File: config.mk
export PLATFORM = sky130hd
export DESIGN_NAME = gamepad_input_conditioner
export DESIGN_NICKNAME = d
export VERILOG_FILES = /design/src/gic_pkg.sv /design/src/gic_ctrl.sv /design/src/gic_dp.sv /design/src/gamepad_input_conditioner.sv
export SDC_FILE = /design/constraint.sdc
export NUM_CORES = 2
export LEC_CHECK = 0
export ABC_CLOCK_PERIOD_IN_PS = 15000
export BUFFER_PORTS_ARGS = -buffer_cell sky130_fd_sc_hd__buf_2
export CORE_ASPECT_RATIO = 1.5
export CORE_UTILIZATION = 58
export DETAILED_ROUTE_END_ITERATION = 7
export PLACE_DENSITY_LB_ADDON = 0.12
export SLEW_MARGIN = 30
export SYNTH_ARGS = -nofsm -noshare
export SYNTH_HDL_FRONTEND = slang
export SYNTH_SLANG_ARGS = --single-unit
File: constraint.sdc
create_clock -name clk_i -period 15 [get_ports clk_i]
set_input_delay 4.5 -clock clk_i [delete_from_list [all_inputs] [get_ports clk_i]]
set_output_delay 4.5 -clock clk_i [all_outputs]
set_load 0.005 [all_outputs]
File: src/gic_pkg.sv
`timescale 1ns / 1ps
// ----------------------------------------------------------------------------
// gic_pkg
// Shared types, codes and constants of the gamepad input conditioner.
// ----------------------------------------------------------------------------
package gic_pkg;

  localparam logic [2:0] ACT_FRAME_START = 3'd0;
  localparam logic [2:0] ACT_BTN_DOWN    = 3'd1;
  localparam logic [2:0] ACT_BTN_UP      = 3'd2;
  localparam logic [2:0] ACT_AXIS        = 3'd3;
  localparam logic [2:0] ACT_FRAME_END   = 3'd4;

  localparam logic [2:0] AXIS_LX = 3'd0;
  localparam logic [2:0] AXIS_LY = 3'd1;
  localparam logic [2:0] AXIS_RX = 3'd2;
  localparam logic [2:0] AXIS_RY = 3'd3;
  localparam logic [2:0] AXIS_LT = 3'd4;
  localparam logic [2:0] AXIS_RT = 3'd5;

  localparam logic [1:0] BS_NOT_PRESSED = 2'd0;
  localparam logic [1:0] BS_DOWN        = 2'd1;
  localparam logic [1:0] BS_HELD        = 2'd2;
  localparam logic [1:0] BS_UP          = 2'd3;

  localparam logic CFG_STICK_DZ = 1'b0;
  localparam logic CFG_TRIG_DZ  = 1'b1;

  localparam logic [14:0] UNIT_MAX    = 15'd32766;
  localparam logic [29:0] UNIT_MAX_SQ = 30'd1073610756;
  localparam int          DIV_STEPS   = 30;
  localparam int          SQRT_STEPS  = 15;
  localparam int          REPORTED_BUTTONS = 15;

  typedef enum logic [3:0] {
    ST_IDLE, ST_DZ, ST_SQX, ST_SQY, ST_LEN, ST_PROD, ST_DINIT, ST_DIV,
    ST_SINIT, ST_SQRT, ST_WRB, ST_TRIG, ST_EMIT
  } gic_state_e;

  typedef enum logic [2:0] {
    MUL_NONE, MUL_DZ, MUL_SQX, MUL_SQY, MUL_PROD
  } mul_sel_e;

  typedef struct packed {
    logic     load_event;
    mul_sel_e mul_sel;
    logic     stick_sel;
    logic     comp_sel;
    logic     len_load;
    logic     stick_zero;
    logic     div_init;
    logic     div_step;
    logic     sqrt_init;
    logic     sqrt_step;
    logic     comp_write;
    logic     trig_cond;
    logic     out_load;
  } gic_cmd_t;

  typedef struct packed {
    logic frame_end;
    logic below_dz;
    logic over_max;
    logic div_last;
    logic sqrt_last;
  } gic_status_t;

  function automatic logic [16:0] abs17(input logic signed [16:0] v);
    abs17 = v[16] ? 17'(-v) : 17'(v);
  endfunction

  function automatic logic signed [15:0] cond_trig(input logic signed [15:0] t,
                                                   input logic [14:0] dz);
    logic signed [16:0] te;
    logic signed [16:0] dzs;
    te  = {t[15], t};
    dzs = {2'b00, dz};
    if (te < dzs) begin
      cond_trig = '0;
    end else if (te > $signed({2'b00, UNIT_MAX})) begin
      cond_trig = $signed({1'b0, UNIT_MAX});
    end else begin
      cond_trig = t;
    end
  endfunction

endpackage

File: src/gic_ctrl.sv
`timescale 1ns / 1ps
// ----------------------------------------------------------------------------
// gic_ctrl
// Sequencer for event handling and the frame end conditioning steps.
// ----------------------------------------------------------------------------
module gic_ctrl (
  input  logic                 clk_i,
  input  logic                 rst_ni,
  input  logic                 in_valid_i,
  output logic                 in_ready_o,
  output logic                 out_valid_o,
  input  logic                 out_ready_i,
  input  gic_pkg::gic_status_t status_i,
  output gic_pkg::gic_cmd_t    cmd_o
);
  import gic_pkg::*;

  gic_state_e state_q, state_d;
  logic       stick_q, stick_d;
  logic       comp_q, comp_d;
  logic       out_valid_q, out_valid_d;

  always_ff @(posedge clk_i or negedge rst_ni) begin
    if (!rst_ni) begin
      state_q     <= ST_IDLE;
      stick_q     <= 1'b0;
      comp_q      <= 1'b0;
      out_valid_q <= 1'b0;
    end else begin
      state_q     <= state_d;
      stick_q     <= stick_d;
      comp_q      <= comp_d;
      out_valid_q <= out_valid_d;
    end
  end

  always_comb begin
    state_d        = state_q;
    stick_d        = stick_q;
    comp_d         = comp_q;
    cmd_o          = '0;
    cmd_o.mul_sel  = MUL_NONE;
    cmd_o.stick_sel = stick_q;
    cmd_o.comp_sel = comp_q;
    in_ready_o     = 1'b0;
    case (state_q)
      ST_IDLE: begin
        in_ready_o = 1'b1;
        if (in_valid_i) begin
          cmd_o.load_event = 1'b1;
          state_d = status_i.frame_end ? ST_DZ : ST_EMIT;
        end
      end
      ST_DZ: begin
        cmd_o.mul_sel = MUL_DZ;
        stick_d = 1'b0;
        state_d = ST_SQX;
      end
      ST_SQX: begin
        cmd_o.mul_sel = MUL_SQX;
        state_d = ST_SQY;
      end
      ST_SQY: begin
        cmd_o.mul_sel = MUL_SQY;
        state_d = ST_LEN;
      end
      ST_LEN: begin
        if (status_i.below_dz) begin
          cmd_o.stick_zero = 1'b1;
        end else if (status_i.over_max) begin
          cmd_o.len_load = 1'b1;
          comp_d = 1'b0;
        end
        if (!status_i.below_dz && status_i.over_max) begin
          state_d = ST_PROD;
        end else if (!stick_q) begin
          stick_d = 1'b1;
          state_d = ST_SQX;
        end else begin
          state_d = ST_TRIG;
        end
      end
      ST_PROD: begin
        cmd_o.mul_sel = MUL_PROD;
        state_d = ST_DINIT;
      end
      ST_DINIT: begin
        cmd_o.div_init = 1'b1;
        state_d = ST_DIV;
      end
      ST_DIV: begin
        cmd_o.div_step = 1'b1;
        if (status_i.div_last) state_d = ST_SINIT;
      end
      ST_SINIT: begin
        cmd_o.sqrt_init = 1'b1;
        state_d = ST_SQRT;
      end
      ST_SQRT: begin
        cmd_o.sqrt_step = 1'b1;
        if (status_i.sqrt_last) state_d = ST_WRB;
      end
      ST_WRB: begin
        cmd_o.comp_write = 1'b1;
        if (!comp_q) begin
          comp_d  = 1'b1;
          state_d = ST_PROD;
        end else if (!stick_q) begin
          stick_d = 1'b1;
          state_d = ST_SQX;
        end else begin
          state_d = ST_TRIG;
        end
      end
      ST_TRIG: begin
        cmd_o.trig_cond = 1'b1;
        state_d = ST_EMIT;
      end
      ST_EMIT: begin
        if (!out_valid_q || out_ready_i) begin
          cmd_o.out_load = 1'b1;
          state_d = ST_IDLE;
        end
      end
      default: state_d = ST_IDLE;
    endcase
  end

  always_comb begin
    if (cmd_o.out_load) begin
      out_valid_d = 1'b1;
    end else if (out_ready_i) begin
      out_valid_d = 1'b0;
    end else begin
      out_valid_d = out_valid_q;
    end
  end

  assign out_valid_o = out_valid_q;

endmodule

File: src/gic_dp.sv
`timescale 1ns / 1ps
// ----------------------------------------------------------------------------
// gic_dp
// Button and axis state, shared multiplier, divider and square root unit.
// ----------------------------------------------------------------------------
module gic_dp #(
  parameter int NUM_BUTTONS = 15
) (
  input  logic                 clk_i,
  input  logic                 rst_ni,
  input  gic_pkg::gic_cmd_t    cmd_i,
  output gic_pkg::gic_status_t status_o,
  input  logic [2:0]           action_i,
  input  logic [7:0]           button_code_i,
  input  logic [2:0]           axis_code_i,
  input  logic signed [15:0]   axis_value_i,
  input  logic                 cfg_valid_i,
  input  logic                 cfg_index_i,
  input  logic [14:0]          cfg_data_i,
  output logic [29:0]          button_states_o,
  output logic signed [16:0]   left_x_o,
  output logic signed [16:0]   left_y_o,
  output logic signed [16:0]   right_x_o,
  output logic signed [16:0]   right_y_o,
  output logic signed [15:0]   left_trigger_o,
  output logic signed [15:0]   right_trigger_o
);
  import gic_pkg::*;

  logic [2*NUM_BUTTONS-1:0] btn_q;
  logic signed [16:0] lx_q, ly_q, rx_q, ry_q;
  logic signed [15:0] lt_q, rt_q;
  logic [14:0] sdz_q, tdz_q;
  logic [29:0] dz2_q;
  logic [31:0] sqx_q, sqy_q, len_q;
  logic [59:0] prod_q;
  logic [31:0] rem_q;
  logic [29:0] sh_q;
  logic [14:0] root_q;
  logic [16:0] srem_q;
  logic [4:0]  cnt_q;

  logic [31:0] mul_a, mul_b;
  logic [63:0] mul_p;
  logic [31:0] len2, csq;
  logic signed [16:0] cur_x, cur_y, cur_c, new_c;
  logic [32:0] rem_s;
  logic        div_ge;
  logic [18:0] srem_s, trial;
  logic        sq_ge;
  logic [29:0] btn_pack;

  assign cur_x = cmd_i.stick_sel ? rx_q : lx_q;
  assign cur_y = cmd_i.stick_sel ? ry_q : ly_q;
  assign cur_c = cmd_i.comp_sel ? cur_y : cur_x;
  assign csq   = cmd_i.comp_sel ? sqy_q : sqx_q;
  assign len2  = sqx_q + sqy_q;

  always_comb begin
    case (cmd_i.mul_sel)
      MUL_DZ: begin
        mul_a = {17'd0, sdz_q};
        mul_b = {17'd0, sdz_q};
      end
      MUL_SQX: begin
        mul_a = {15'd0, abs17(cur_x)};
        mul_b = {15'd0, abs17(cur_x)};
      end
      MUL_SQY: begin
        mul_a = {15'd0, abs17(cur_y)};
        mul_b = {15'd0, abs17(cur_y)};
      end
      MUL_PROD: begin
        mul_a = csq;
        mul_b = {2'b00, UNIT_MAX_SQ};
      end
      default: begin
        mul_a = '0;
        mul_b = '0;
      end
    endcase
  end
  assign mul_p = mul_a * mul_b;

  // restoring divide: one quotient bit per step into the shift register
  assign rem_s  = {rem_q, sh_q[29]};
  assign div_ge = rem_s >= {1'b0, len_q};
  // digit by digit root, radicand shifts out of the same register
  assign srem_s = {srem_q, sh_q[29:28]};
  assign trial  = {2'b00, root_q, 2'b01};
  assign sq_ge  = srem_s >= trial;
  assign new_c  = cur_c[16] ? -$signed({2'b00, root_q}) : $signed({2'b00, root_q});

  assign status_o.frame_end = (action_i == ACT_FRAME_END);
  assign status_o.below_dz  = len2 < {2'b00, dz2_q};
  assign status_o.over_max  = len2 > {2'b00, UNIT_MAX_SQ};
  assign status_o.div_last  = (cnt_q == 5'(DIV_STEPS - 1));
  assign status_o.sqrt_last = (cnt_q == 5'(SQRT_STEPS - 1));

  always_ff @(posedge clk_i or negedge rst_ni) begin
    if (!rst_ni) begin
      btn_q <= '0;
      lx_q  <= '0;
      ly_q  <= '0;
      rx_q  <= '0;
      ry_q  <= '0;
      lt_q  <= '0;
      rt_q  <= '0;
      sdz_q <= '0;
      tdz_q <= '0;
    end else begin
      if (cfg_valid_i) begin
        if (cfg_index_i == CFG_STICK_DZ) sdz_q <= cfg_data_i;
        if (cfg_index_i == CFG_TRIG_DZ)  tdz_q <= cfg_data_i;
      end
      if (cmd_i.load_event) begin
        case (action_i)
          ACT_FRAME_START: begin
            for (int i = 0; i < NUM_BUTTONS; i++) begin
              if (btn_q[2*i +: 2] == BS_DOWN) btn_q[2*i +: 2] <= BS_HELD;
              else if (btn_q[2*i +: 2] == BS_UP) btn_q[2*i +: 2] <= BS_NOT_PRESSED;
            end
          end
          ACT_BTN_DOWN: begin
            for (int i = 0; i < NUM_BUTTONS; i++) begin
              if (button_code_i == 8'(i)) btn_q[2*i +: 2] <= BS_DOWN;
            end
          end
          ACT_BTN_UP: begin
            for (int i = 0; i < NUM_BUTTONS; i++) begin
              if (button_code_i == 8'(i)) btn_q[2*i +: 2] <= BS_UP;
            end
          end
          ACT_AXIS: begin
            case (axis_code_i)
              AXIS_LX: lx_q <= {axis_value_i[15], axis_value_i};
              AXIS_LY: ly_q <= -$signed({axis_value_i[15], axis_value_i});
              AXIS_RX: rx_q <= {axis_value_i[15], axis_value_i};
              AXIS_RY: ry_q <= -$signed({axis_value_i[15], axis_value_i});
              AXIS_LT: lt_q <= axis_value_i;
              AXIS_RT: rt_q <= axis_value_i;
              default: ;
            endcase
          end
          default: ;
        endcase
      end else if (cmd_i.stick_zero) begin
        if (cmd_i.stick_sel) begin
          rx_q <= '0;
          ry_q <= '0;
        end else begin
          lx_q <= '0;
          ly_q <= '0;
        end
      end else if (cmd_i.comp_write) begin
        case ({cmd_i.stick_sel, cmd_i.comp_sel})
          2'b00:   lx_q <= new_c;
          2'b01:   ly_q <= new_c;
          2'b10:   rx_q <= new_c;
          default: ry_q <= new_c;
        endcase
      end else if (cmd_i.trig_cond) begin
        lt_q <= cond_trig(lt_q, tdz_q);
        rt_q <= cond_trig(rt_q, tdz_q);
      end
    end
  end

  always_ff @(posedge clk_i) begin
    case (cmd_i.mul_sel)
      MUL_DZ:   dz2_q  <= mul_p[29:0];
      MUL_SQX:  sqx_q  <= mul_p[31:0];
      MUL_SQY:  sqy_q  <= mul_p[31:0];
      MUL_PROD: prod_q <= mul_p[59:0];
      default: ;
    endcase
    if (cmd_i.len_load) len_q <= len2;
    if (cmd_i.div_init) begin
      rem_q <= {2'b00, prod_q[59:30]};
      sh_q  <= prod_q[29:0];
      cnt_q <= '0;
    end else if (cmd_i.div_step) begin
      rem_q <= div_ge ? 32'(rem_s - {1'b0, len_q}) : 32'(rem_s);
      sh_q  <= {sh_q[28:0], div_ge};
      cnt_q <= cnt_q + 5'd1;
    end else if (cmd_i.sqrt_init) begin
      root_q <= '0;
      srem_q <= '0;
      cnt_q  <= '0;
    end else if (cmd_i.sqrt_step) begin
      srem_q <= sq_ge ? 17'(srem_s - trial) : 17'(srem_s);
      root_q <= {root_q[13:0], sq_ge};
      sh_q   <= {sh_q[27:0], 2'b00};
      cnt_q  <= cnt_q + 5'd1;
    end
  end

  for (genvar g = 0; g < REPORTED_BUTTONS; g++) begin : g_pack
    if (g < NUM_BUTTONS) begin : g_on
      assign btn_pack[2*g +: 2] = btn_q[2*g +: 2];
    end else begin : g_off
      assign btn_pack[2*g +: 2] = BS_NOT_PRESSED;
    end
  end

  always_ff @(posedge clk_i) begin
    if (cmd_i.out_load) begin
      button_states_o <= btn_pack;
      left_x_o        <= lx_q;
      left_y_o        <= ly_q;
      right_x_o       <= rx_q;
      right_y_o       <= ry_q;
      left_trigger_o  <= lt_q;
      right_trigger_o <= rt_q;
    end
  end

endmodule

File: src/gamepad_input_conditioner.sv
`timescale 1ns / 1ps
// ----------------------------------------------------------------------------
// gamepad_input_conditioner
// Button edge tracking and stick/trigger deadzone conditioning.
// ----------------------------------------------------------------------------
// Usage:
//  - input channel (in_valid_i/in_ready_o) carries one controller event per
//    transfer; every event yields exactly one result on the output channel
//    (out_valid_o/out_ready_i): the full button and axis state after it
//  - config channel writes stick_deadzone (index 0) or trigger_deadzone
//    (index 1); cfg_ready_o is always high, write only while idle
//  - one event at a time: for every event but frame end the sequencer goes
//    from the input transfer straight to the emit step, which registers the
//    result, and then takes the next event
//  - frame end runs the deadzone, squaring and length steps per stick, and
//    for every stick component that is rescaled one 30-step divide and one
//    15-step root on a shared unit, then the trigger step
//  - the output register lets the next event in while a result waits; a
//    stalled receiver holds the following result in the last sequencer step
//  - reset clears all buttons, axes and deadzones to zero
module gamepad_input_conditioner #(
  parameter int NUM_BUTTONS = 15
) (
  input  logic               clk_i,
  input  logic               rst_ni,
  input  logic               in_valid_i,
  output logic               in_ready_o,
  input  logic [2:0]         action_i,
  input  logic [7:0]         button_code_i,
  input  logic [2:0]         axis_code_i,
  input  logic signed [15:0] axis_value_i,
  input  logic               cfg_valid_i,
  output logic               cfg_ready_o,
  input  logic               cfg_index_i,
  input  logic [14:0]        cfg_data_i,
  output logic               out_valid_o,
  input  logic               out_ready_i,
  output logic [29:0]        button_states_o,
  output logic signed [16:0] left_x_o,
  output logic signed [16:0] left_y_o,
  output logic signed [16:0] right_x_o,
  output logic signed [16:0] right_y_o,
  output logic signed [15:0] left_trigger_o,
  output logic signed [15:0] right_trigger_o
);
  import gic_pkg::*;

  gic_cmd_t    cmd;
  gic_status_t status;

  assign cfg_ready_o = 1'b1;

  gic_ctrl u_ctrl (
    .clk_i       (clk_i),
    .rst_ni      (rst_ni),
    .in_valid_i  (in_valid_i),
    .in_ready_o  (in_ready_o),
    .out_valid_o (out_valid_o),
    .out_ready_i (out_ready_i),
    .status_i    (status),
    .cmd_o       (cmd)
  );

  gic_dp #(
    .NUM_BUTTONS (NUM_BUTTONS)
  ) u_dp (
    .clk_i           (clk_i),
    .rst_ni          (rst_ni),
    .cmd_i           (cmd),
    .status_o        (status),
    .action_i        (action_i),
    .button_code_i   (button_code_i),
    .axis_code_i     (axis_code_i),
    .axis_value_i    (axis_value_i),
    .cfg_valid_i     (cfg_valid_i),
    .cfg_index_i     (cfg_index_i),
    .cfg_data_i      (cfg_data_i),
    .button_states_o (button_states_o),
    .left_x_o        (left_x_o),
    .left_y_o        (left_y_o),
    .right_x_o       (right_x_o),
    .right_y_o       (right_y_o),
    .left_trigger_o  (left_trigger_o),
    .right_trigger_o (right_trigger_o)
  );

  // only one event in flight
  a_one_event: assert property (@(posedge clk_i) disable iff (!rst_ni)
    (in_valid_i && in_ready_o) |=> !in_ready_o)
    else $error("event accepted while another is in flight");

  // a new result is only produced by the sequencer, never from idle
  a_result_src: assert property (@(posedge clk_i) disable iff (!rst_ni)
    $rose(out_valid_o) |-> $past(!in_ready_o))
    else $error("result raised without a pending event");

endmodule
Word-level counts from Yosys, hierarchy flattened
Cells that the tools add are included.

Word-level logic and storage cells: 415. Register bits: 582. Bits of input ports: 51.

$mul: 1. Eq/ne operators: 139. Reduce and logical (&&, ||, !) cells: 53. $add $sub $neg: 8. Bitwise gates (word level): 3. $lt $le $gt $ge: 8. Mux-type cells: 158.

Operator list (number): two-way mux 17 bit (34); two-way mux 16 bit (16); two-way mux 30 bit (6); one-hot mux 32 bit (4 select lines) (1); two-way mux 2 bit (61); one-hot mux 30 bit (4 select lines) (1); AND reduction 5 bit (19); one-hot mux 30 bit (3 select lines) (1); != test 2 x 1 -> 1 bit, second input constant (42); two-way mux 32 bit (2); multiplier 32 x 30 -> 60 bit (1); == test 8 x 4 -> 1 bit, second input constant (7); != test 3 x 1 -> 1 bit, second input constant (18); one-hot mux 4 bit (13 select lines) (1); negation 17 bit (2); greater-or-equal comparator 33 x 32 -> 1 bit (1); adder 32 bit (1); == test 2 x 1 -> 1 bit, second input constant (16); == test 2 bit, second input constant (16); == test 8 x 3 -> 1 bit, second input constant (4); greater-than comparator 16 bit, second input constant (2); greater-than comparator 32 x 30 -> 1 bit, second input constant (1); less-than comparator 16 bit (2); less-than comparator 32 x 30 -> 1 bit (1); other kinds (41) (114).

Depth between registers and ports, before layout
Depth in word-level cells: 7. Mapped depth: 49.

Modules after synthesis
A second synthesis with hierarchy kept.

Cells, all modules: 5342. Area total of the unflattened synthesis: 55251.7 um2.

By module, submodules not included: gic_dp (instances 1, cells each 5257, area an instance 54593.6 um2); gic_ctrl (instances 1, cells each 83, area an instance 646.9 um2); gamepad_input_conditioner (instances 1, cells each 2, area an instance 11.3 um2).

Worst setup path after synthesis
No wires, ideal clock.

Path type: input to register. Start: input out_ready_i. End: register u_dp.button_states_o[0] (enable). Library setup time: 938 ps. Stages on the path: 2. Slack: -2668 ps. Data arrival time: 16731 ps. Path buffers: 0. Required time: 14062 ps. Path through: nor2b_1 nor4_1.

RTL lines: from (decl) (line gamepad_input_conditioner.sv:37) `input logic out_ready_i,`; to (signal assigned) (line gic_dp.sv:208) `button_states_o <= btn_pack;`; to (decl) (line gic_dp.sv:20) `output logic [29:0] button_states_o,`.

Worst setup path after layout
Start: register u_ctrl.stick_q. End: register u_dp.prod_q[58], data pin.

Longest elaborated chain between the ends: 5. Elaborated cells on any way between the ends: 9. Those cells by class: add/sub (2); mul (1); mux (6).

Ends and longest elaborated chain: from (decl) (line gic_ctrl.sv:19) `logic stick_q, stick_d;`; from (signal assigned) (line gic_ctrl.sv:31) `stick_q <= stick_d;`; two-way mux 17 bit, on equally long branches (line gic_dp.sv:54, gic_dp.sv:53); negation 17 bit (line gic_pkg.sv:69) `abs17 = v[16] ? 17'(-v) : 17'(v);`; two-way mux 17 bit (line gic_pkg.sv:69); one-hot mux 32 bit (4 select lines) / one-hot mux 30 bit (4 select lines) (equally long branches) (line gic_dp.sv:60) `case (cmd_i.mul_sel)`; multiplier 32 x 30 -> 60 bit * (line gic_dp.sv:83) `assign mul_p = mul_a * mul_b;`; named net u_dp.mul_p[58] (line gic_dp.sv:44) `logic [63:0] mul_p;`; to (signal assigned) (line gic_dp.sv:174) `MUL_PROD: prod_q <= mul_p[59:0];`; to (decl) (line gic_dp.sv:36) `logic [59:0] prod_q;`.

Mark *: on every way through the listed nets, which the timed path passes. The rest lies on a longest branch. A chain may end at the register's enable or synchronous reset.

==> metrics.cfg <==
[critical_path]
required_ps = 15370
start_kind = flop
arrival_ps = 12800
path_common_cell = fa_1
r2r_slack_ps = 2570
cpPeakStageDelay_ps = 820
worstSetupPathType = flop to flop
critPathSlowestCell = dfrtp_2
critPathMaxFanout = 43
worstSetupEndpointType = flop

[floorplanning]
io_pins = 184
die_area_um2 = 95500
start_util = 0.587
die_w_um = 253
rows = 137
die-height_um = 378
coreArea_um2 = 93100

[sta]
setup_ws_ps = 2570
hold_viol_final = 0
period_share = 0.829
clock_skew_ps = 31.0
slew_violations = 0
slew_headroom = 0.299
fin_hold_ws_ps = 454
rsz0062_at_grt = false
fin_crit_ps = 12430
tightestPinTransition_ps = 1040
tns_ps = 0
finalSetupViolations = 0
fmax_mhz = 80.5

[cts]
cts_tree = built
ctsRootBufferMaster = clkbuf_16
insertion_delay_ps = 630
cts_hold_buf = 0
post_cts_buffers = 0
numCtsBuffers = 51
path_clk_slew_ps = 70
clock_sinks = 582
cts_resized = 0
htreeDepth = 2
clk_path_buf_depth = 3

[finish]
nets = 6786
final_cell_mix = inv_1, fa_1, edfxtp_1
area_growth_pct = 9.21
antenna_cells = 0
drive_gt1_frac = 0.0797
post-route-util = 0.641
final_common_cell = inv_1

[synthesis]
synth.avg_cell_area_um2 = 10.5
synth-seq-area-share = 0.303
synthDistinctLibCells = 89
yosys.area.top_type = fa_1
synth.top_cells.by_area = fa_1, edfxtp_1, ha_1
synth_cells = 5226
dominantRegCellSynth = edfxtp_1
synth_top_area_frac = 0.273
syn-cell-area_um2 = 54600
ys_ff_latch = 582
synth_edf_count = 408
ys_async_sr_fraction = 0.287
synth-warning-count = 0

[grt]
antenna_found_initial = 0
grt_pass1_vias = 39800
grt_overflow = 0
grt_max_degree = 76
grt_pass1_wl_um = 226000
grt_usage = 0.320

[power]
irDropWorstVdd_v = 0.000604
cellPowerDensity_nw_per_um2 = 192
p_leak_nw = 29.2

[placement]
routabilityCongestion = 1.01
pre_cts_slack_ps = 2680
port_buffers = 182
hpwl_um = 123000

[flow_run]
cap_violations = 0

[detailed_routing]
via_per_inst = 5.55
drc_errors = 0
ant_nets = 0
drt_iter0_drc = 2290
vias = 38300
dr.pass1.iters = 7
finalWirelength_um = 149000
avgRoutedWirePerCell_um = 21.5

[outcome]
status = completed

[hold_path]
hp-class = flop to flop

metal layers:
layer | vias up | track usage | wire [um]
met2 | 1243 | 0.591 | 79600
met5 | - | 0 | 0
met3 | 448 | 0.0271 | 5840
met4 | 0 | 0.244 | 13500
met1 | 19100 | 0.334 | 49700
li1 | 17500 | - | -
state kept, by name (all words and copies together) (netlist names), 16 cells and up:
signal and count:
u_dp.prod_q 60, u_dp.len_q 32, u_dp.rem_q 32, u_dp.sqx_q 32, u_dp.sqy_q 32, u_dp.btn_pack 30
u_dp.button_states_o 30, u_dp.dz2_q 30, u_dp.sh_q 30, u_dp.left_x_o 17, u_dp.left_y_o 17, u_dp.lx_q 17
u_dp.ly_q 17, u_dp.right_x_o 17, u_dp.right_y_o 17, u_dp.rx_q 17, u_dp.ry_q 17, u_dp.srem_q 17
u_dp.left_trigger_o 16, u_dp.lt_q 16, u_dp.right_trigger_o 16, u_dp.rt_q 16
cells in the mapped netlist (all sizes together) (17+ instances only):
master,number
mux2,81
xnor2,104
a21oi,289
o21ai,175
a22oi,20
mux2i,107
a31oi,20
edfxtp,408
o21a,22
a211oi,22
nand4,41
o22ai,27
xor2,72
a21o,92
clkbuf,120
dfrtp,167
ha,375
inv,1096
fa,745
buf,29
nor2,391
nand2b,56
nand3,48
o21bai,17
nor3,61
o211ai,19
and3,30
nand2,351
nor2b,37
worst paths after layout:
check                                       startpoint                            end  cells past startpoint
hold / removal             u_dp.rem_q[31]$_SDFFE_PP0P_    u_dp.rem_q[31]$_SDFFE_PP0P_                      2
setup / recovery            u_ctrl.stick_q$_DFFE_PN0P_      u_dp.prod_q[58]$_DFFE_PN_                     38
hold reg to reg            u_dp.rem_q[31]$_SDFFE_PP0P_    u_dp.rem_q[31]$_SDFFE_PP0P_                      2
max in group asynchronous                       rst_ni     u_ctrl.stick_q$_DFFE_PN0P_                      3
min in group asynchronous                       rst_ni  u_dp.btn_pack[29]$_DFFE_PN0P_                      1
setup reg to reg            u_ctrl.stick_q$_DFFE_PN0P_      u_dp.prod_q[58]$_DFFE_PN_                     38
cells by family (layout without fill, tap and decap cells):
kind of cell             after synthesis  after routing  share of synthesized area
buffers and inverters               1248           1426                     0.0874
AND/OR/NAND/NOR                     1079           1079                     0.0882
multiplexers                         188            188                     0.0373
other                                  2            254                   0.000137
flip-flops                           582            582                      0.303
adder cells (fa/ha/maj)             1120           1120                      0.359
XOR/XNOR                             176            176                     0.0283
AO/OA/AOI/OAI                        831            831                     0.0966
final cells by class:
class                           count  area [um2]
Fill cell                        7659       33400
Clock inverter                     32         385
Tap cell                         1251        1570
Inverter                         1099        4130
Multi-Input combinational cell   3648       34300
Clock buffer                       62        1370
Timing Repair Buffer              233        1310
Sequential cell                   582       16600
worst max-delay path, delay by kind of cell, from the launching register on:
kind            cells  cell delay (ps)
fa+ha+maj          10             4590
compound gates     11             3090
simple gates        7             1880
buf+inv             8             1350
flops               1              820
mux                 1              360
xor+xnor            1               80
power by group:
group          switching [mW]  internal [mW]
clock                   0.625          0.763
combinational            5.16           2.66
sequential             0.0113           2.21
metrics by stage:
| stage | cell area [um2] | power [mW] | cells |
|---|---|---|---|
| floorplan | 55600 | 7.14 | 5478 |
| global placement | 57900 | 9.86 | 6812 |
| detailed placement | 57900 | 9.92 | 6813 |
| CTS | 59700 | 11.3 | 6907 |
| global route | 59700 | 12.0 | 6907 |
| finish | 59700 | 11.4 | 6907 |
No activity file was read; power rests on OpenSTA's default activity.
